[config.mk]
export PLATFORM = sky130hd
export DESIGN_NAME = wpas_csr
export DESIGN_NICKNAME = d
export VERILOG_FILES = /design/src/hdl/wpas_pkg.sv /design/src/hdl/wpas_csr.sv
export SDC_FILE = /design/constraint.sdc
export NUM_CORES = 1
export LEC_CHECK = 0
export BUFFER_PORTS_ARGS = -buffer_cell sky130_fd_sc_hd__clkbuf_2
export CORE_MARGIN = 4
export CORE_UTILIZATION = 52
export CTS_BUF_LIST = sky130_fd_sc_hd__clkbuf_4 sky130_fd_sc_hd__clkbuf_8 sky130_fd_sc_hd__clkbuf_16
export DETAILED_ROUTE_END_ITERATION = 8
export GPL_ROUTABILITY_DRIVEN = 0
export GPL_TIMING_DRIVEN = 0
export PLACE_DENSITY = 0.81
export SYNTH_ARGS = -nofsm -noshare
export SYNTH_HDL_FRONTEND = slang
export SYNTH_SLANG_ARGS = --single-unit
[constraint.sdc]
create_clock -name clock -period 2 [get_ports clock]
set_input_delay 0.4 -clock clock [delete_from_list [all_inputs] [get_ports clock]]
set_output_delay 0.4 -clock clock [all_outputs]
set_load 0.02 [all_outputs]
[src/hdl/wpas_pkg.sv]
package wpas_pkg;

   localparam int CordicStages = 16;
   localparam int NumStages = (CordicStages > 24) ? 24 : CordicStages;
   localparam int StageIdxW = (NumStages > 1) ? $clog2(NumStages) : 1;

   localparam logic signed [35:0] PiQ30 = 36'sd3373259426;
   localparam logic signed [35:0] HalfPiQ30 = 36'sd1686629713;
   localparam logic signed [35:0] TwoPiQ30 = 36'sd6746518852;
   localparam logic signed [35:0] CordicKQ30 = 36'sd652032874;
   localparam logic signed [31:0] InvGQ32 = 32'sd437815220;

   localparam logic [2:0] RegPositionGain = 3'd0;
   localparam logic [2:0] RegHeadingGain = 3'd1;
   localparam logic [2:0] RegTiltLimit = 3'd2;
   localparam logic [2:0] RegVelocityLimit = 3'd3;
   localparam logic [2:0] RegDeadZoneRadius = 3'd4;
   localparam logic [2:0] RegYawRateLimit = 3'd5;
   localparam logic [2:0] RegYawFreezeRadius = 3'd6;

   localparam int QueueDepth = 4;
   localparam int QueueIdxW = 2;

   typedef struct packed {
      logic [15:0] position_gain;
      logic [15:0] heading_gain;
      logic [14:0] tilt_limit;
      logic [30:0] velocity_limit;
      logic [30:0] dead_zone_radius;
      logic [14:0] yaw_rate_limit;
      logic [30:0] yaw_freeze_radius;
   } cfg_type;

   // Classified item handed from the front part to the back part.
   typedef struct packed {
      logic signed [32:0] dx;
      logic signed [32:0] dy;
      logic signed [15:0] heading;
      logic active;
      logic yaw_on;
   } work_type;

   function automatic logic [35:0] atan_q30(input logic [4:0] i);
      logic [35:0] r;
      begin
         unique case (i)
            5'd0: r = 36'd843314856;
            5'd1: r = 36'd497837829;
            5'd2: r = 36'd263043836;
            5'd3: r = 36'd133525158;
            5'd4: r = 36'd67021686;
            5'd5: r = 36'd33543515;
            5'd6: r = 36'd16775850;
            5'd7: r = 36'd8388437;
            5'd8: r = 36'd4194282;
            5'd9: r = 36'd2097149;
            5'd10: r = 36'd1048575;
            5'd11: r = 36'd524287;
            5'd12: r = 36'd262143;
            5'd13: r = 36'd131071;
            5'd14: r = 36'd65535;
            5'd15: r = 36'd32767;
            5'd16: r = 36'd16383;
            5'd17: r = 36'd8191;
            5'd18: r = 36'd4095;
            5'd19: r = 36'd2047;
            5'd20: r = 36'd1023;
            5'd21: r = 36'd511;
            5'd22: r = 36'd255;
            5'd23: r = 36'd127;
            default: r = 36'd0;
         endcase
         return r;
      end
   endfunction

endpackage

[src/hdl/wpas_csr.sv]
module wpas_csr
   import wpas_pkg::*;
(
   input  logic clock,
   input  logic reset,
   input  logic psel,
   input  logic penable,
   input  logic pwrite,
   input  logic [4:0] paddr,
   input  logic [31:0] pwdata,
   output logic [31:0] prdata,
   output logic pready,
   output cfg_type cfg
);

   cfg_type cfg_ff;
   logic [2:0] idx;

   assign idx = paddr[4:2];
   assign pready = 1'b1;
   assign cfg = cfg_ff;

   always_ff @(posedge clock) begin
      if (reset) begin
         cfg_ff.position_gain <= 16'd154;
         cfg_ff.heading_gain <= 16'd512;
         cfg_ff.tilt_limit <= 15'd1434;
         cfg_ff.velocity_limit <= 31'd131072;
         cfg_ff.dead_zone_radius <= 31'd6554;
         cfg_ff.yaw_rate_limit <= 15'd4096;
         cfg_ff.yaw_freeze_radius <= 31'd65536;
      end else if (psel && penable && pwrite) begin
         unique case (idx)
            RegPositionGain: cfg_ff.position_gain <= pwdata[15:0];
            RegHeadingGain: cfg_ff.heading_gain <= pwdata[15:0];
            RegTiltLimit: cfg_ff.tilt_limit <= pwdata[14:0];
            RegVelocityLimit: cfg_ff.velocity_limit <= pwdata[30:0];
            RegDeadZoneRadius: cfg_ff.dead_zone_radius <= pwdata[30:0];
            RegYawRateLimit: cfg_ff.yaw_rate_limit <= pwdata[14:0];
            RegYawFreezeRadius: cfg_ff.yaw_freeze_radius <= pwdata[30:0];
            default: ;
         endcase
      end
   end

   always_comb begin
      unique case (idx)
         RegPositionGain: prdata = {16'd0, cfg_ff.position_gain};
         RegHeadingGain: prdata = {16'd0, cfg_ff.heading_gain};
         RegTiltLimit: prdata = {17'd0, cfg_ff.tilt_limit};
         RegVelocityLimit: prdata = {1'b0, cfg_ff.velocity_limit};
         RegDeadZoneRadius: prdata = {1'b0, cfg_ff.dead_zone_radius};
         RegYawRateLimit: prdata = {17'd0, cfg_ff.yaw_rate_limit};
         RegYawFreezeRadius: prdata = {1'b0, cfg_ff.yaw_freeze_radius};
         default: prdata = '0;
      endcase
   end

endmodule

== Word-level counts from Yosys, hierarchy flattened ==
Index checks and enable logic that the tools add are counted.

* Reductions and logical operators: 10
* Eq/ne operators: 6
* Multiplexer cells: 1

{| class="wikitable"
|+ Operators by type and width
! operator !! number
|-
| $pmux 31 s7 || 1
|-
| $reduce_and 2->1 || 7
|-
| $eq 3x3->1 const B || 3
|-
| $eq 3x2->1 const B || 2
|-
| $eq 3x1->1 const B || 1
|-
| $logic_not 3->1 || 1
|-
| $logic_and 1x1->1 || 2
|}

* Register bits after elaboration: 155
* Word-level logic and storage cells: 24
* Bits of input ports: 42

== Depth between registers and ports, before layout ==
* Depth after elaboration: 3
* Mapped depth: 6
* Gate-level depth less buffers: 3

== Worst setup path after synthesis ==
OpenSTA, ideal clock, no wires.

* Path type: in2out
* From: input paddr[4]
* To: output prdata[0]
* Buffers on the path: 2
* Arrival time: 1.564 ns
* Cell stages on the path: 5
* Slack: 0.036 ns
* Data required time: 1.600 ns
* Path through: nor2b_1 buf_2 buf_1 a22oi_1 o21ai_0

* Word-level cells in the longest chain between the ends: 2
* Elaborated cells on any way between the ends: 8
* Classes of those cells: 6 x eq/ne; 1 x mux; 1 x reduce/logical

{| class="wikitable"
|+ Ends and longest elaborated chain
! item !! RTL line !! RTL
|-
| start: declaration || wpas_csr.sv:9 || <nowiki>input logic [4:0] paddr,</nowiki>
|-
| $eq 3x3->1, or another cell as far along || wpas_csr.sv:47 || <nowiki>unique case (idx)</nowiki>
|-
| $pmux 31 s7 * || wpas_csr.sv:47 ||
|-
| end: declaration || wpas_csr.sv:11 || <nowiki>output logic [31:0] prdata,</nowiki>
|}

Every way passes the cells marked *; elsewhere a longest branch is shown, timed or not.

== Worst setup path after layout ==
* From: register cfg_ff (netlist bit cfg[146])
* To: output prdata[7]

* Word-level cells in the longest chain between the ends: 1

{| class="wikitable"
|+ Ends and longest elaborated chain
! item !! RTL line !! RTL
|-
| start: declaration || wpas_csr.sv:16 || <nowiki>cfg_type cfg_ff;</nowiki>
|-
| $pmux 31 s7 || wpas_csr.sv:47 ||
|}

Every way passes these cells.

==> flow_metrics.py <==
metrics = {
    "floorplanning": {
        "fp.dieH_um": 127,
        "die_x_um": 127,
        "core_area_um2": 13900,
        "fp-row-count": 43,
        "pin_count": 230,
        "die_area_um2": 16200,
        "start_util_pct": 53.2,
    },
    "power": {
        "totalPowerFinal_uw": 7140,
        "vdd_drop_max_mv": 0.583,
        "p_per_area_nw_per_um2": 734,
        "leakage_uw": 0.00472,
    },
    "cells_and_area": {
        "largest_register_ffs": 155,
        "fillCellCount": 1056,
        "final_cells": 1176,
        "synthToLayoutAreaGrowth_pct": 31.4,
        "layout_common_cells": "clkbuf_2 (204), dfxtp_1 (150), mux2i_1 (137), nand2b_1 (137), o21ai_0 (64)",
        "nets": 1026,
        "final_common_cell": "clkbuf_2",
        "diodes": 0,
        "final_core_util_pct": 69.8,
        "drive_gt1_share_pct": 35.1,
    },
    "critical_path": {
        "worstSetupEndpointType": "output pin",
        "worst_setup_path_start_kind": "flip-flop",
        "cp.required_ns": 1.60,
        "crit_arrival_ns": 1.80,
        "crit_fanout": 2,
        "critical_path_class": "reg2out",
    },
    "status": {
        "status": "complete, but fails checks",
        "violations": "negative setup slack",
    },
    "logic_synthesis": {
        "async_flop_share_pct": 0,
        "synth_nets": 773,
        "ys_ff_latch": 155,
        "ys_warn_count": 0,
        "synth_area_um2": 7410,
        "synth_area_per_cell_um2": 10.1,
        "seq_area_frac_synth_pct": 41.9,
        "netlist_top_cells_area": "dfxtp_1 (42%), mux2i_1 (19%), nand2b_1 (12%)",
        "synthFlopType": "dfxtp_1",
        "synth_area_leader_cell": "dfxtp_1",
        "syn-instance-count": 731,
        "synth_edf_count": 0,
        "yosys.area.top_type_share_pct": 41.9,
        "ys_types": 37,
    },
    "placement": {
        "io_buffers": 222,
        "placedCellCount": 1133,
        "place_hpwl_um": 18000,
    },
    "drt": {
        "drtIter0Drc": 587,
        "drtAntennaViolNets": 0,
        "wl_um": 25800,
        "post_drt_wl_per_cell_um": 21.9,
        "drt_first_pass_iters": 5,
        "dr_total_vias": 6899,
        "drc": 0,
        "viasPerCell": 5.87,
    },
    "sta": {
        "clock_skew_ns": 0,
        "hold_ws_ns": 0.253,
        "slew_viol_final": 0,
        "post-route-period-util_pct": 110,
        "worstMarginPinSlew_ns": 0.734,
        "slew_headroom_pct": 51.1,
        "layout_setup_ws_ns": -0.200,
        "setup_viol": 14,
        "min_period_ns": 2.20,
        "hold_viol": 0,
        "fmax_mhz": 454,
        "rsz0062_at_grt": "yes",
    },
    "clock_tree": {
        "clkTransAtPathRegs_ns": 0.06,
        "cts_sinks": 155,
        "clock_latency_ns": 0.43,
        "holdBufCountCts": 0,
        "cts_tree": "done",
        "cts.path.max_buffers": 2,
        "numCtsBuffers": 17,
        "cts_root_buf": "clkbuf_16",
        "h-tree-depth": 4,
    },
    "global_routing": {
        "grtUsageTotal_pct": 30.3,
        "grt_max_degree": 17,
        "grt_pass1_vias": 6651,
        "grt_remaining_overflow": 0,
        "grt_pass1_wl_um": 37700,
        "antenna_found_initial": 0,
    },
    "hold_path": {
        "hp-class": "in2reg",
    },
    "job": {
        "cap_violations": 0,
    },
}
worst paths after layout:
kind / to / startpoint / depth (start not counted) / slack (ns)
max: prdata[7] / cfg[146]$_SDFFE_PP1P_ / 4 / -0.20
min: cfg[57]$_SDFFE_PP1P_ / pwdata[11] / 2 / 0.25
max reg2reg: cfg[96]$_SDFFE_PP0P_ / cfg[96]$_SDFFE_PP0P_ / 3 / 1.13
min reg2reg: cfg[1]$_SDFFE_PP0P_ / cfg[1]$_SDFFE_PP0P_ / 2 / 0.49
cell usage after synthesis (2+ instances only):
cell type    n
a221o_1      6
a22oi_1     13
and3_1       2
buf_1        2
buf_2       10
buf_4       12
buf_6        8
clkbuf_1    29
conb_1       2
dfxtp_1    155
mux2_2      15
mux2i_1    141
mux4_2      13
nand2_1     13
nand2b_1   138
nand3_2      2
nor2_1      31
nor2b_1     32
nor3b_1      2
o21ai_0     71
o21ai_1      3
o2bb2ai_1   16
final cells by class:
cell class / instances / area (um2) / area share, %
flip-flops and latches: 155 / 3110 / 31.9
clock buffers: 26 / 537 / 5.52
clock inverters: 5 / 80.1 / 0.823
well taps: 180 / 225 / 2.31
repair buffers: 235 / 1310 / 13.5
plain buffers: 61 / 489 / 5.03
multi-input cells: 512 / 3970 / 40.8
inverters: 2 / 8.76 / 0.0900
power by group:
| group | switching [uW] | internal (uW) |
|---|---|---|
| Clock | 1250 | 2090 |
| Combinational | 395 | 271 |
| Sequential | 21.5 | 3110 |
cells by family (layout without fill, tap and decap cells):
| group | after synthesis | count (layout) | share of synthesized area [%] |
|---|---|---|---|
| AO/OA/AOI/OAI | 111 | 111 | 9.24 |
| buffers and inverters | 64 | 329 | 5.05 |
| multiplexers | 169 | 169 | 25.3 |
| flip-flops | 155 | 155 | 41.9 |
| AND/OR/NAND/NOR | 230 | 230 | 18.4 |
| other | 2 | 2 | 0.101 |
per-layer routing:
| layer | track usage (%) | part of all wire, % | up-vias |
|---|---|---|---|
| met2 | 48.9 | 48 | 418 |
| met5 | 0 | 0 | - |
| met3 | 6.69 | 9.2 | 74 |
| met4 | 13.3 | 3.4 | 0 |
| li1 | - | - | 3055 |
| met1 | 39.2 | 40 | 3352 |
through the flow:
step                setup TNS, ns  cell area, um2  worst slack [ns]
global route                -1.78            9730            -0.225
detailed placement          -9.81            8740            -0.460
CTS                         -1.76            9570            -0.181
global placement            -9.48            8740            -0.421
floorplan                       0            7410            0.0361
finish                      -1.19            9730            -0.200
critical path, stage by stage, from the launching register on:
cell and delay, ns:
dfxtp_2 0.32, mux2_2 0.25, a221o_1 0.31, a221o_1 0.32
clkbuf_8 0.16
what timing repair did:
item,CTS,global route
setup buffers,9,2
hold endpoints to repair,0,0
resized for setup,43,51
pin swaps,2,1
setup endpoints to repair,31,30
cloned,0,2
(Power assumes the default switching activity.)
