### src/hdl/wpas_pkg.sv
package wpas_pkg;

   localparam int CordicStages = 16;
   localparam int NumStages = (CordicStages > 24) ? 24 : CordicStages;
   localparam int StageIdxW = (NumStages > 1) ? $clog2(NumStages) : 1;

   localparam logic signed [35:0] PiQ30 = 36'sd3373259426;
   localparam logic signed [35:0] HalfPiQ30 = 36'sd1686629713;
   localparam logic signed [35:0] TwoPiQ30 = 36'sd6746518852;
   localparam logic signed [35:0] CordicKQ30 = 36'sd652032874;
   localparam logic signed [31:0] InvGQ32 = 32'sd437815220;

   localparam logic [2:0] RegPositionGain = 3'd0;
   localparam logic [2:0] RegHeadingGain = 3'd1;
   localparam logic [2:0] RegTiltLimit = 3'd2;
   localparam logic [2:0] RegVelocityLimit = 3'd3;
   localparam logic [2:0] RegDeadZoneRadius = 3'd4;
   localparam logic [2:0] RegYawRateLimit = 3'd5;
   localparam logic [2:0] RegYawFreezeRadius = 3'd6;

   localparam int QueueDepth = 4;
   localparam int QueueIdxW = 2;

   typedef struct packed {
      logic [15:0] position_gain;
      logic [15:0] heading_gain;
      logic [14:0] tilt_limit;
      logic [30:0] velocity_limit;
      logic [30:0] dead_zone_radius;
      logic [14:0] yaw_rate_limit;
      logic [30:0] yaw_freeze_radius;
   } cfg_type;

   // Classified item handed from the front part to the back part.
   typedef struct packed {
      logic signed [32:0] dx;
      logic signed [32:0] dy;
      logic signed [15:0] heading;
      logic active;
      logic yaw_on;
   } work_type;

   function automatic logic [35:0] atan_q30(input logic [4:0] i);
      logic [35:0] r;
      begin
         unique case (i)
            5'd0: r = 36'd843314856;
            5'd1: r = 36'd497837829;
            5'd2: r = 36'd263043836;
            5'd3: r = 36'd133525158;
            5'd4: r = 36'd67021686;
            5'd5: r = 36'd33543515;
            5'd6: r = 36'd16775850;
            5'd7: r = 36'd8388437;
            5'd8: r = 36'd4194282;
            5'd9: r = 36'd2097149;
            5'd10: r = 36'd1048575;
            5'd11: r = 36'd524287;
            5'd12: r = 36'd262143;
            5'd13: r = 36'd131071;
            5'd14: r = 36'd65535;
            5'd15: r = 36'd32767;
            5'd16: r = 36'd16383;
            5'd17: r = 36'd8191;
            5'd18: r = 36'd4095;
            5'd19: r = 36'd2047;
            5'd20: r = 36'd1023;
            5'd21: r = 36'd511;
            5'd22: r = 36'd255;
            5'd23: r = 36'd127;
            default: r = 36'd0;
         endcase
         return r;
      end
   endfunction

endpackage

### src/hdl/wpas_queue.sv
module wpas_queue
   import wpas_pkg::*;
(
   input  logic clock,
   input  logic reset,
   input  logic in_valid,
   output logic in_ready,
   input  work_type in_work,
   output logic out_valid,
   input  logic out_ready,
   output work_type out_work
);

   work_type mem [QueueDepth];
   logic [QueueIdxW-1:0] wr_ptr_ff, wr_ptr_in, rd_ptr_ff, rd_ptr_in;
   logic [QueueIdxW:0] count_ff, count_in;
   logic push, pop;

   assign in_ready = count_ff != (QueueIdxW+1)'(QueueDepth);
   assign out_valid = count_ff != '0;
   assign push = in_valid && in_ready;
   assign pop = out_valid && out_ready;
   assign out_work = mem[rd_ptr_ff];
   assign wr_ptr_in = push ? wr_ptr_ff + 1'b1 : wr_ptr_ff;
   assign rd_ptr_in = pop ? rd_ptr_ff + 1'b1 : rd_ptr_ff;
   assign count_in = count_ff + (QueueIdxW+1)'(push) - (QueueIdxW+1)'(pop);

   always_ff @(posedge clock) begin
      if (reset) begin
         wr_ptr_ff <= '0;
         rd_ptr_ff <= '0;
         count_ff <= '0;
      end else begin
         wr_ptr_ff <= wr_ptr_in;
         rd_ptr_ff <= rd_ptr_in;
         count_ff <= count_in;
      end
      if (push) begin
         mem[wr_ptr_ff] <= in_work;
      end
   end

endmodule

### config.mk
export PLATFORM = sky130hd
export DESIGN_NAME = wpas_queue
export DESIGN_NICKNAME = d
export VERILOG_FILES = /design/src/hdl/wpas_pkg.sv /design/src/hdl/wpas_queue.sv
export SDC_FILE = /design/constraint.sdc
export NUM_CORES = 1
export LEC_CHECK = 0
export BUFFER_PORTS_ARGS = -buffer_cell sky130_fd_sc_hd__buf_4
export CAP_MARGIN = 20
export CORE_MARGIN = 1.5
export CORE_UTILIZATION = 45
export CTS_CLUSTER_DIAMETER = 80
export DETAILED_ROUTE_END_ITERATION = 8
export PLACE_DENSITY = 0.63
export SLEW_MARGIN = 20
export SYNTH_ARGS = -nofsm -noshare
export SYNTH_HDL_FRONTEND = slang
export SYNTH_SLANG_ARGS = --single-unit
### constraint.sdc
create_clock -name clock -period 3.32 [get_ports clock]
set_input_delay 0 -clock clock [delete_from_list [all_inputs] [get_ports clock]]
set_output_delay 0 -clock clock [all_outputs]
set_load 0.05 [all_outputs]
# ---- Yosys cells after proc, flatten, opt, wreduce, memory -nomap -nowiden
# Memory sizes are Yosys's and may differ from the RTL's. A register that Yosys moved wholly into a read port is not among the register bits.
# Index checks and enable logic that the tools add are counted.
# W data, S select, Z words.
dict set report op_classes {
  mux 4
  n_div 0
  reduce_logical 3
  mul 0
  magnitude_cmp 0
  bitwise 0
  addsub 4
  shifts 0
  eq_ne 1
}
# op n
set op_table {}
lappend op_table {{$add A2 B1 Y2 const B} 2}
lappend op_table {{$mux W2} 2}
lappend op_table {{$add A3 B1 Y3} 1}
lappend op_table {{$ne A3 B3 Y1 const B} 1}
lappend op_table {{$reduce_bool A3 Y1} 1}
lappend op_table {{$sub A3 B1 Y3} 1}
lappend op_table {{$logic_and A1 B1 Y1} 2}
lappend op_table {{$mux W1} 2}
dict set report totals {
  latch_bits 0
  register_bits 7
  word_cells 16
  mem_bits_rw 336
  memories 1
  romBits 0
}
# name depth width rd rd_clocked_by_memory_dff write_ports line_no
set memory_table {}
lappend memory_table {mem 4 84 1 1 1 wpas_queue.sv:14} ;# work_type mem [QueueDepth];

# ---- Longest topological paths before layout
# Gate-level depths: netlist of run 1.
dict set report depth {
  ltp_word 4
  mapped_depth 11
  ltp_nobuf 11
}

# ---- Worst setup path before layout of run 1
# No wires, ideal clock.
dict set report synth_path {
  path_type {register to register}
  from {register count_ff[1]}
  to {memory mem[2][0] in the netlist's numbering (enable)}
  path_slack_ns 0.016
  path_stages_with_launch 4
  setup_time_ns 0.452
  arrival_time_ns 2.852
  cell_sequence {dfxtp_1 -> nor2_1 -> a21boi_1 -> and2_1}
}
dict set report synth_between {
  elab_chain_cells 4
}
# item line_no
set synth_rtl {}
lappend synth_rtl {{start: declaration} wpas_queue.sv:16} ;# logic [QueueIdxW:0] count_ff, count_in;
lappend synth_rtl {{start signal: assignment} wpas_queue.sv:36} ;# count_ff <= count_in;
lappend synth_rtl {{$ne A3 B3 Y1} wpas_queue.sv:19} ;# assign in_ready = count_ff != (QueueIdxW+1)'(QueueDepth);
lappend synth_rtl {{$logic_and A1 B1 Y1} wpas_queue.sv:21} ;# assign push = in_valid && in_ready;
lappend synth_rtl {{$mux W1} wpas_queue.sv:38} ;# if (push) begin
lappend synth_rtl {{$mux W1 (not written as such)} wpas_queue.sv:39} ;# mem[wr_ptr_ff] <= in_work;
lappend synth_rtl {{end: declaration} wpas_queue.sv:14}
# Every way passes these cells.

# ---- Final worst setup path of run 1
dict set report layout_path {
  from {register count_ff[1]}
  to {register count_ff[2]}
}
dict set report layout_between {
  elab_chain_cells 4
  elab_cells_between_ends 6
  cone_classes {2 x add/sub; 1 x eq/ne; 3 x reduce/logical}
}
# item line_no
set layout_rtl {}
lappend layout_rtl {{$ne A3 B3 Y1} wpas_queue.sv:19}
lappend layout_rtl {{$logic_and A1 B1 Y1} wpas_queue.sv:21}
lappend layout_rtl {{$add A3 B1 Y3} wpas_queue.sv:26} ;# assign count_in = count_ff + (QueueIdxW+1)'(push) - (QueueIdxW+1)'(pop);
lappend layout_rtl {{$sub A3 B1 Y3 (*)} wpas_queue.sv:26}
# Every way passes the cells marked *; elsewhere a longest branch is shown, timed or not.
# A chain may end at the register's enable or synchronous reset.

==> results of run 1 <==
how the worst max path moves through the flow:
stage and endpoint:
6_report count_ff[2], 5_1_grt count_ff[2], 4_1_cts count_ff[2], 3_5_place_dp count_ff[2]
3_3_place_gp count_ff[2], 2_1_floorplan mem[2][0]
cells in the mapped netlist:
cell | count | area [sq um]
clkbuf_1 | 3 | 11.26
fa_1 | 1 | 20.02
buf_6 | 7 | 78.83
or3_1 | 1 | 6.260
nand2_1 | 1 | 3.750
nor3_1 | 1 | 5.000
inv_1 | 5 | 18.77
o31a_1 | 1 | 8.760
xnor2_1 | 1 | 8.760
a21boi_1 | 1 | 7.510
mux2_2 | 1 | 11.26
edfxtp_1 | 336 | 10090
xor2_1 | 2 | 17.52
buf_4 | 2 | 15.01
ha_1 | 6 | 75.07
o311ai_0 | 1 | 8.760
and2_1 | 5 | 31.28
nor2_1 | 8 | 30.03
nand2b_1 | 2 | 12.51
buf_2 | 7 | 35.03
nor2b_1 | 1 | 6.260
mux4_2 | 84 | 1892
dfxtp_1 | 9 | 180.2
mux2i_1 | 1 | 10.01
sequential cells by signal (all words and copies together), names as in the netlist, named ones only:
signal / flops
wr_ptr_ff: 2
rd_ptr_ff: 2
count_ff: 3
mem: 336
logic make-up after synthesis:
group | Yosys count | share of synthesized area, %
and+or+nand+nor | 19 | 0.7557
AOI/OAI and AO/OA | 3 | 0.1989
buffers and inverters | 24 | 1.263
muxes | 86 | 15.20
xor gates and xnor gates | 3 | 0.2088
DFF | 345 | 81.61
adders and majority gates | 7 | 0.7557
layer usage:
metal  wire [um]  vias up  global-route usage (%)  part of all wire, %
met4         327        2                   4.117                  1.4
met2       12150      184                   29.10                   50
met5          12        -                       0                0.050
li1            -     2665                       -                    -
met1        9724     3091                   20.95                   40
met3        1864       34                   5.465                  7.7
stage by stage:
stage | setup slack (ns) | power (uW) | utilization (%) | cells
5_1_grt | 0.4595 | 14350 | 59.21 | 1181
4_1_cts | 0.5930 | 13990 | 59.20 | 1180
3_3_place_gp | 0.8323 | 10120 | 52.08 | 1030
6_report | 0.6183 | 13810 | 59.21 | 1181
2_1_floorplan | 0.01582 | 8870 | - | 487
3_5_place_dp | 0.6105 | 10190 | 52.08 | 1030
power groups by stage:
stage	clock (uW)	sequential, uW	combinational, uW
5_1_grt	3960	5560	4840
4_1_cts	3790	5520	4680
3_5_place_dp	0	5610	4570
6_report	3690	5510	4600
3_3_place_gp	0	5580	4540
2_1_floorplan	0	5550	3320
area by class of cell:
| class | instances | share of cell area [%] |
|---|---|---|
| diodes | 1 | 0.01530 |
| clock buffers | 42 | 5.775 |
| clock inverters | 21 | 0.9179 |
| inverters | 5 | 0.1147 |
| multi-input cells | 118 | 13.23 |
| flip-flops and latches | 345 | 62.83 |
| well taps | 378 | 2.891 |
| repair buffers | 271 | 14.23 |
tightest hold or removal path: stages:
cell and delay (ns):
buf_4 0.11, a21boi_1 0.21, mux2i_1 0.15
timing repair:
action / in CTS / in global routing
hold buffers: 87 / 0
resized for setup: 0 / 0
endpoints found under the hold margin: 345 / 0
==> flow_summary.yaml, run 1 <==
grt:
  grtUsageTotal_pct: 16.96
  antenna_found_initial: 2
  grt_pass1_wl_um: 36690
  grt_pass1_vias: 6577
  grt_remaining_overflow: 0
  grt_max_degree: 54
yosys:
  synth_cells: 487
  syn_avg_cell_area_sq_um: 25.84
  postSynthNetCount: 582
  synth-seq-cells: 345
  synthesis.area_sq_mm: 0.01258
  ys_warn_count: 0
  ys_seq_area_share_pct: 81.61
  synth.distinct_cells: 24
cells_and_area:
  final_area_sq_mm: 0.01636
  area_growth_pct: 30.00
  seq_area_sq_mm: 0.01028
  multi_input_area_sq_mm: 0.002165
  drive_above_1_share_pct: 40.40
  nets: 872
  fillers: 2004
  layout_common_cells: "edfxtp_1, buf_4, dlygate4sd3_1"
  final_common_cell: "edfxtp_1"
place:
  place_hpwl_um: 14380
  io_buffers: 173
  post_dp_cell_area_sq_mm: 0.01439
  gp_congestion: 0.7695
die:
  chipWidth_um: 170.2
  initial_utilization_pct: 45.54
  core_region_area_sq_mm: 0.02763
  placementRows: 61
  die_area_sq_mm: 0.02897
  ioPinCount: 174
  die_height_um: 170.2
critical_path:
  path_depth: 11
  slowest_delay_ns: 0.54
  worstRegToRegCells: 11
  r2r_start: "count_ff[1]"
  worstSetupPathType: "register to register"
  worstPathRequired_ns: 3.73
  cp_num_buf_inv: 3
  critPathTopFamily: "adder cells"
  worst_ep_arrival_time_ns: 3.12
  end_kind: "register"
  cpMaxStageDelayCell: "a21boi_1"
  path_common_cell: "inv_1"
  critPathLaunch: "count_ff[1]"
  worstSetupStartpointType: "register"
  crit_fanout: 7
  r2r-end: "count_ff[2]"
  worstPathCellList: "nor2_1 -> a21boi_1 -> inv_1 -> ha_1 -> inv_1 -> ha_1 -> inv_1 -> fa_1 -> xor2_1 -> and2_1 -> nor3_1"
  ff2ff_setup_slack_ns: 0.62
pwr:
  power_frac_seq_pct: 39.9
  p_leak_uw: 0.005552
  p_clk_share_pct: 26.7
  switching_share_pct: 33.61
  powerDensity_mw_per_mm2: 844.0
  power_frac_comb_pct: 33.3
  p_sw_uw: 4641
  vdd_ir_drop_max_mv: 0.6141
  power.internal_uw: 9166
clock_network:
  cts.reportedPaths.clkPinSlew_ns: 0.06
  cts-buffers-inserted: 36
  h-tree-depth: 2
  clock_tree.root_cell: "clkbuf_16"
  clk_latency_ns: 0.50
  post_cts_buffers: 0
  cts_buffer_depth: 3
  clock-sinks: 345
  tritoncts: "built"
min_path:
  min-delay-start: "in_valid"
  holdPathEnd: "wr_ptr_ff[1]"
  hold_class: "primary input to register"
  holdPathStages: 3
flow_run:
  max_cap_violations: 0
route:
  first_pass_iters: 4
  num_vias: 5976
  drtIter0Drc: 361
  via_per_inst: 5.060
  route.detailed.drc: 0
  wirelength_um: 24080
  ant_nets: 0
  routedWlPerCell_um: 20.39
timing:
  fin_worst_hold_slack_ns: 0.02429
  timing.slew.headroom_pct: 47.63
  tightest_slew_ns: 0.7855
  period_share_pct: 81.38
  tns_ns: 0
  skew_ns: 0.009102
  finalHoldViolCount: 0
  rsz0062_at_grt: "no"
  post-route-min-period_ns: 2.702
  slew_viol_final: 0
  max_freq_ghz: 0.3701
  setup_violations: 0
status:
  outcome: "complete, no violations"
No activity file was read; power rests on OpenSTA's default activity.
==> inputs of run 2 (changes only) <==
- clock period: 3.32 -> 2.34 ns (I/O delays scaled with it)
==> run 2 against run 1 <==
  * Sequential cell count is the same
  * Cell area is 1.1% higher
  * Sequential power is 42% higher
  * Power increased by 44%
  * Utilization rose by 0.66 points
  * Final cell count is 0.59% higher
  * Global-route usage is 0.56 points lower
  * Fmax grew 26%
  * Critical path type unchanged
==> flow_summary.yaml, run 2 (synthesis gave the netlist of run 1 again) <==
status:
  outcome: "complete, no violations"
pwr:
  p_clk_share_pct: 27.3
  powerDensity_mw_per_mm2: 1198
  p_sw_uw: 6568
  power.internal_uw: 13260
  vdd_ir_drop_max_mv: 0.8617
  power_frac_seq_pct: 39.3
  power_uw: 19820
  p_leak_uw: 0.005618
  power_frac_comb_pct: 33.4
  switching_share_pct: 33.13
cells_and_area:
  area_growth_pct: 31.44
  top_regs: "mem: 336 flops, count_ff: 3 flops"
  final_common_cell: "edfxtp_1"
  nets: 878
  layout_common_cells: "edfxtp_1, buf_4, dlygate4sd3_1"
  drive_above_1_share_pct: 41.04
  largest_register_ffs: 336
  final_area_sq_mm: 0.01654
  fillers: 2011
  fin_util_pct: 59.86
  regMostFlops: "mem"
timing:
  post-route-min-period_ns: 2.140
  rsz0062_at_grt: "no"
  max_freq_ghz: 0.4674
  finalHoldViolCount: 0
  skew_ns: 0.01234
  timing.slew.headroom_pct: 64.22
  setup_violations: 0
  tightest_slew_ns: 0.5300
  period_share_pct: 91.43
  slew_viol_final: 0
  fin_worst_hold_slack_ns: 0.06807
  tns_ns: 0
grt:
  grt_max_degree: 48
  grt_pass1_vias: 6431
  grt_remaining_overflow: 0
  grtUsageTotal_pct: 16.40
  antenna_found_initial: 1
  grt_pass1_wl_um: 35580
critical_path:
  crit_fanout: 7
  critPathLaunch: "count_ff[1]"
  end_kind: "register"
  worstSetupPathType: "register to register"
  worstPathRequired_ns: 2.75
  worst_ep_arrival_time_ns: 2.55
  r2r-end: "count_ff[2]"
  r2r_start: "count_ff[1]"
  worstSetupStartpointType: "register"
  ff2ff_setup_slack_ns: 0.20
  worstRegToRegCells: 11
route:
  wirelength_um: 23360
  first_pass_iters: 4
  ant_nets: 0
  via_per_inst: 5.010
  route.detailed.drc: 0
  routedWlPerCell_um: 19.67
  num_vias: 5952
  drtIter0Drc: 414
clock_network:
  h-tree-depth: 2
  clock-sinks: 345
  cts-buffers-inserted: 37
  tritoncts: "built"
  post_cts_buffers: 0
  cts_buffer_depth: 3
  cts.reportedPaths.clkPinSlew_ns: 0.05
  clk_latency_ns: 0.50
  clock_tree.root_cell: "clkbuf_16"
min_path:
  holdPathEnd: "wr_ptr_ff[1]"
  hold_class: "primary input to register"
  holdPathStages: 4
  min-delay-start: "in_valid"
place:
  gp_congestion: 0.7985
  place_hpwl_um: 14000
  io_buffers: 173
  post_dp_cell_area_sq_mm: 0.01454
die:
  placementRows: 61
  ioPinCount: 174
  die_area_sq_mm: 0.02897
  initial_utilization_pct: 45.54
  core_region_area_sq_mm: 0.02763
  chipWidth_um: 170.2
  die_height_um: 170.2
flow_run:
  max_cap_violations: 0
==> run 2: cell types whose count changed in the layout (fill, tap and decap cells not counted), sizes merged <==
cell,previous run,this run
clkinv,18,13
dlygate4sd3,87,86
buf,184,190
clkbuf,42,48
bufinv,2,3
==> run 2: metal layers <==
layer  vias up  wire length, um  global-route usage [%]
met5         -                0                       0
met4         0              346                   4.002
met3        28             1512                   4.047
met2       173            11620                   27.30
met1      3073             9884                   21.91
li1       2678                -                       -
==> run 2: how the worst max path moves through the flow <==
stage / to
6_report: count_ff[2]
5_1_grt: count_ff[2]
4_1_cts: count_ff[2]
3_5_place_dp: count_ff[2]
3_3_place_gp: count_ff[2]
2_1_floorplan: mem[0][0]
==> run 2: power groups by stage <==
stage	clock network [uW]	registers [uW]	logic (uW)
floorplan	0	7840	4710
global placement	0	7880	6540
detailed placement	0	7930	6590
CTS	5570	7800	6730
global route	5790	7850	6960
finish	5410	7800	6610
==> run 2: area by class of cell <==
type / instances / area, sq um / area share [%]
Sequential cell: 345 / 10280 / 62.15
Timing Repair Buffer: 276 / 2462 / 14.89
Multi-Input combinational cell: 118 / 2168 / 13.11
Clock buffer: 48 / 977.2 / 5.908
Tap cell: 378 / 473.0 / 2.860
Clock inverter: 17 / 158.9 / 0.9607
Inverter: 5 / 18.77 / 0.1135
Antenna cell: 1 / 2.502 / 0.01513
==> run 2: stage by stage <==
step,std cells,setup slack [ns]
after global placement,1036,0.1759
after detailed placement,1036,0.05518
after CTS,1187,0.03312
after global routing,1188,0.03287
final,1188,0.2005
after floorplan,487,-0.05480
==> run 2: repair_timing <==
action,4_1_cts,5_1_grt
endpoints found under the setup margin,0,1
gates resized for setup,0,2
endpoints found under the hold margin,345,0
hold buffers,86,0
==> run 2: worst max-delay path: stages (launching register included) <==
cell and delay, ns:
dfxtp_2 0.39, nor2_1 0.09, a21boi_2 0.17, inv_1 0.06, ha_1 0.28, inv_1 0.06
ha_1 0.12, inv_1 0.05, fa_1 0.40, xor2_1 0.16, and2_1 0.16, nor3_1 0.12
==> inputs of run 3 (changes only) <==
- CTS_CLUSTER_SIZE: default -> 28
- PLACE_DENSITY: 0.63 -> 0.67
==> run 3 against run 2 <==
  * Clock power down 43%
  * Critical path depth down 2
  * Critical path type unchanged
  * Final cell count fell by 3.6%
  * Clock skew grew 0.0026 ns
  * Wire length about the same
  * Fmax fell by 3.7%
==> flow_summary.yaml, run 3 (synthesis gave the netlist of run 1 again) <==
timing:
  setup_violations: 0
  rsz0062_at_grt: "no"
  finalWorstSetupSlack_ns: 0.1183
  period_share_pct: 94.94
  post-route-min-period_ns: 2.222
  timing.slew.headroom_pct: 67.14
  max_freq_ghz: 0.4501
  slew_viol_final: 0
  finalHoldViolCount: 0
  tightest_slew_ns: 0.4868
  skew_ns: 0.01492
  fin_worst_hold_slack_ns: 0.04168
cells_and_area:
  final_common_cell: "edfxtp_1"
  largest_register_ffs: 336
  final_area_sq_mm: 0.01582
  multi_input_area_sq_mm: 0.002168
  final_cells: 1145
  drive_above_1_share_pct: 39.37
  nets: 855
  fillers: 2091
  area_growth_pct: 25.74
  seq_area_sq_mm: 0.01028
  layout_common_cells: "edfxtp_1, buf_4, dlygate4sd3_1"
  antenna_cells: 0
  regMostFlops: "mem"
  top_regs: "mem: 336 flops, count_ff: 3 flops"
min_path:
  hold_class: "primary input to register"
  holdPathEnd: "wr_ptr_ff[1]"
  holdPathStages: 4
  min-delay-start: "in_valid"
pwr:
  p_leak_uw: 0.005275
  vdd_ir_drop_max_mv: 0.7405
  power_uw: 17500
  powerDensity_mw_per_mm2: 1106
critical_path:
  crit_fanout: 7
  r2r_start: "count_ff[1]"
  worstRegToRegCells: 9
  worstSetupPathType: "register to register"
  critPathLaunch: "count_ff[1]"
  r2r-end: "count_ff[2]"
  worstSetupStartpointType: "register"
  ff2ff_setup_slack_ns: 0.12
  end_kind: "register"
  worstPathRequired_ns: 2.76
  worst_ep_arrival_time_ns: 2.65
status:
  outcome: "complete, no violations"
place:
  gp_congestion: 0.7299
  placedCellCount: 1034
  place_ws_ns: 0.0008107
  post_dp_cell_area_sq_mm: 0.01448
  place_hpwl_um: 14170
  io_buffers: 173
route:
  first_pass_iters: 4
  routedWlPerCell_um: 20.39
  drtIter0Drc: 445
  ant_nets: 0
  num_vias: 5882
  route.detailed.drc: 0
  via_per_inst: 5.137
  wirelength_um: 23350
grt:
  grt_remaining_overflow: 0
  grtUsageTotal_pct: 16.48
  antenna_found_initial: 0
  grt_pass1_vias: 6455
  grt_max_degree: 51
  grt_pass1_wl_um: 36300
die:
  core_region_area_sq_mm: 0.02763
  ioPinCount: 174
  placementRows: 61
  chipWidth_um: 170.2
  initial_utilization_pct: 45.54
  die_area_sq_mm: 0.02897
  die_height_um: 170.2
flow_run:
  max_cap_violations: 0
clock_network:
  cts.reportedPaths.clkPinSlew_ns: 0.10
  clock-sinks: 345
  cts-buffers-inserted: 16
  tritoncts: "built"
  clock_tree.root_cell: "clkbuf_16"
  h-tree-depth: 1
  clk_latency_ns: 0.50
  post_cts_buffers: 0
  cts_buffer_depth: 3
## run 3: cell types whose count changed in the layout (fill, tap and decap cells not counted), sizes merged
| cell | before | now |
|---|---|---|
| buf | 190 | 188 |
| bufinv | 3 | 0 |
| clkbuf | 48 | 22 |
| clkinv | 13 | 3 |
| clkinvlp | 1 | 0 |
| diode | 1 | 0 |
## run 3: cell type report
cell class,instances,share of cell area (%)
tap,378,2.989
sequential,345,64.99
multi-input combinational,118,13.70
timing repair buffer,274,15.23
inverter,5,0.1186
clock inverter,3,0.1661
clock buffer,22,2.807
## run 3: report_power, final
part	total, uW	leakage [uW]	internal [uW]	switching (uW)
clock network	3110	0.000230	1360	1750
registers	7780	0.00315	7560	220
logic	6610	0.00189	2390	4220
total	17500	0.00527	11300	6190
## run 3: layer usage
metal / global-route usage (%) / vias to the layer above / part of all wire (%)
met3: 2.558 / 24 / 4.7
met1: 21.44 / 3111 / 41
li1: - / 2599 / -
met4: 2.924 / 0 / 1.2
met2: 29.70 / 148 / 53
met5: 0 / - / 0
## run 3: how the worst max path moves through the flow
stage                  end  slack [ns]  cells after the start
6_report       count_ff[2]        0.12                      9
5_1_grt        count_ff[2]        0.01                     11
4_1_cts        count_ff[2]        0.04                     11
3_5_place_dp   count_ff[2]      0.0008                     11
3_3_place_gp   count_ff[2]        0.19                     11
2_1_floorplan    mem[0][0]       -0.05                      3
## run 3: repair_timing
item                       in CTS  in global routing
setup endpoints to repair       1                  1
hold endpoints to repair      345                  0
resized for setup               1                  3
hold buffers                   86                  0
## run 3: stage by stage
step | TNS [ns] | util [%]
2_1_floorplan | -18.41 | -
3_3_place_gp | 0 | 52.42
3_5_place_dp | 0 | 52.42
4_1_cts | 0 | 57.24
5_1_grt | 0 | 57.27
6_report | 0 | 57.27
## run 3: worst max-delay path: stages (launching register included)
cell and delay (ns):
dfxtp_4 0.38, o31a_1 0.34, ha_1 0.28, inv_1 0.05, ha_1 0.14, inv_1 0.05, fa_1 0.41, xor2_1 0.17
and2_1 0.17, nor3_1 0.14
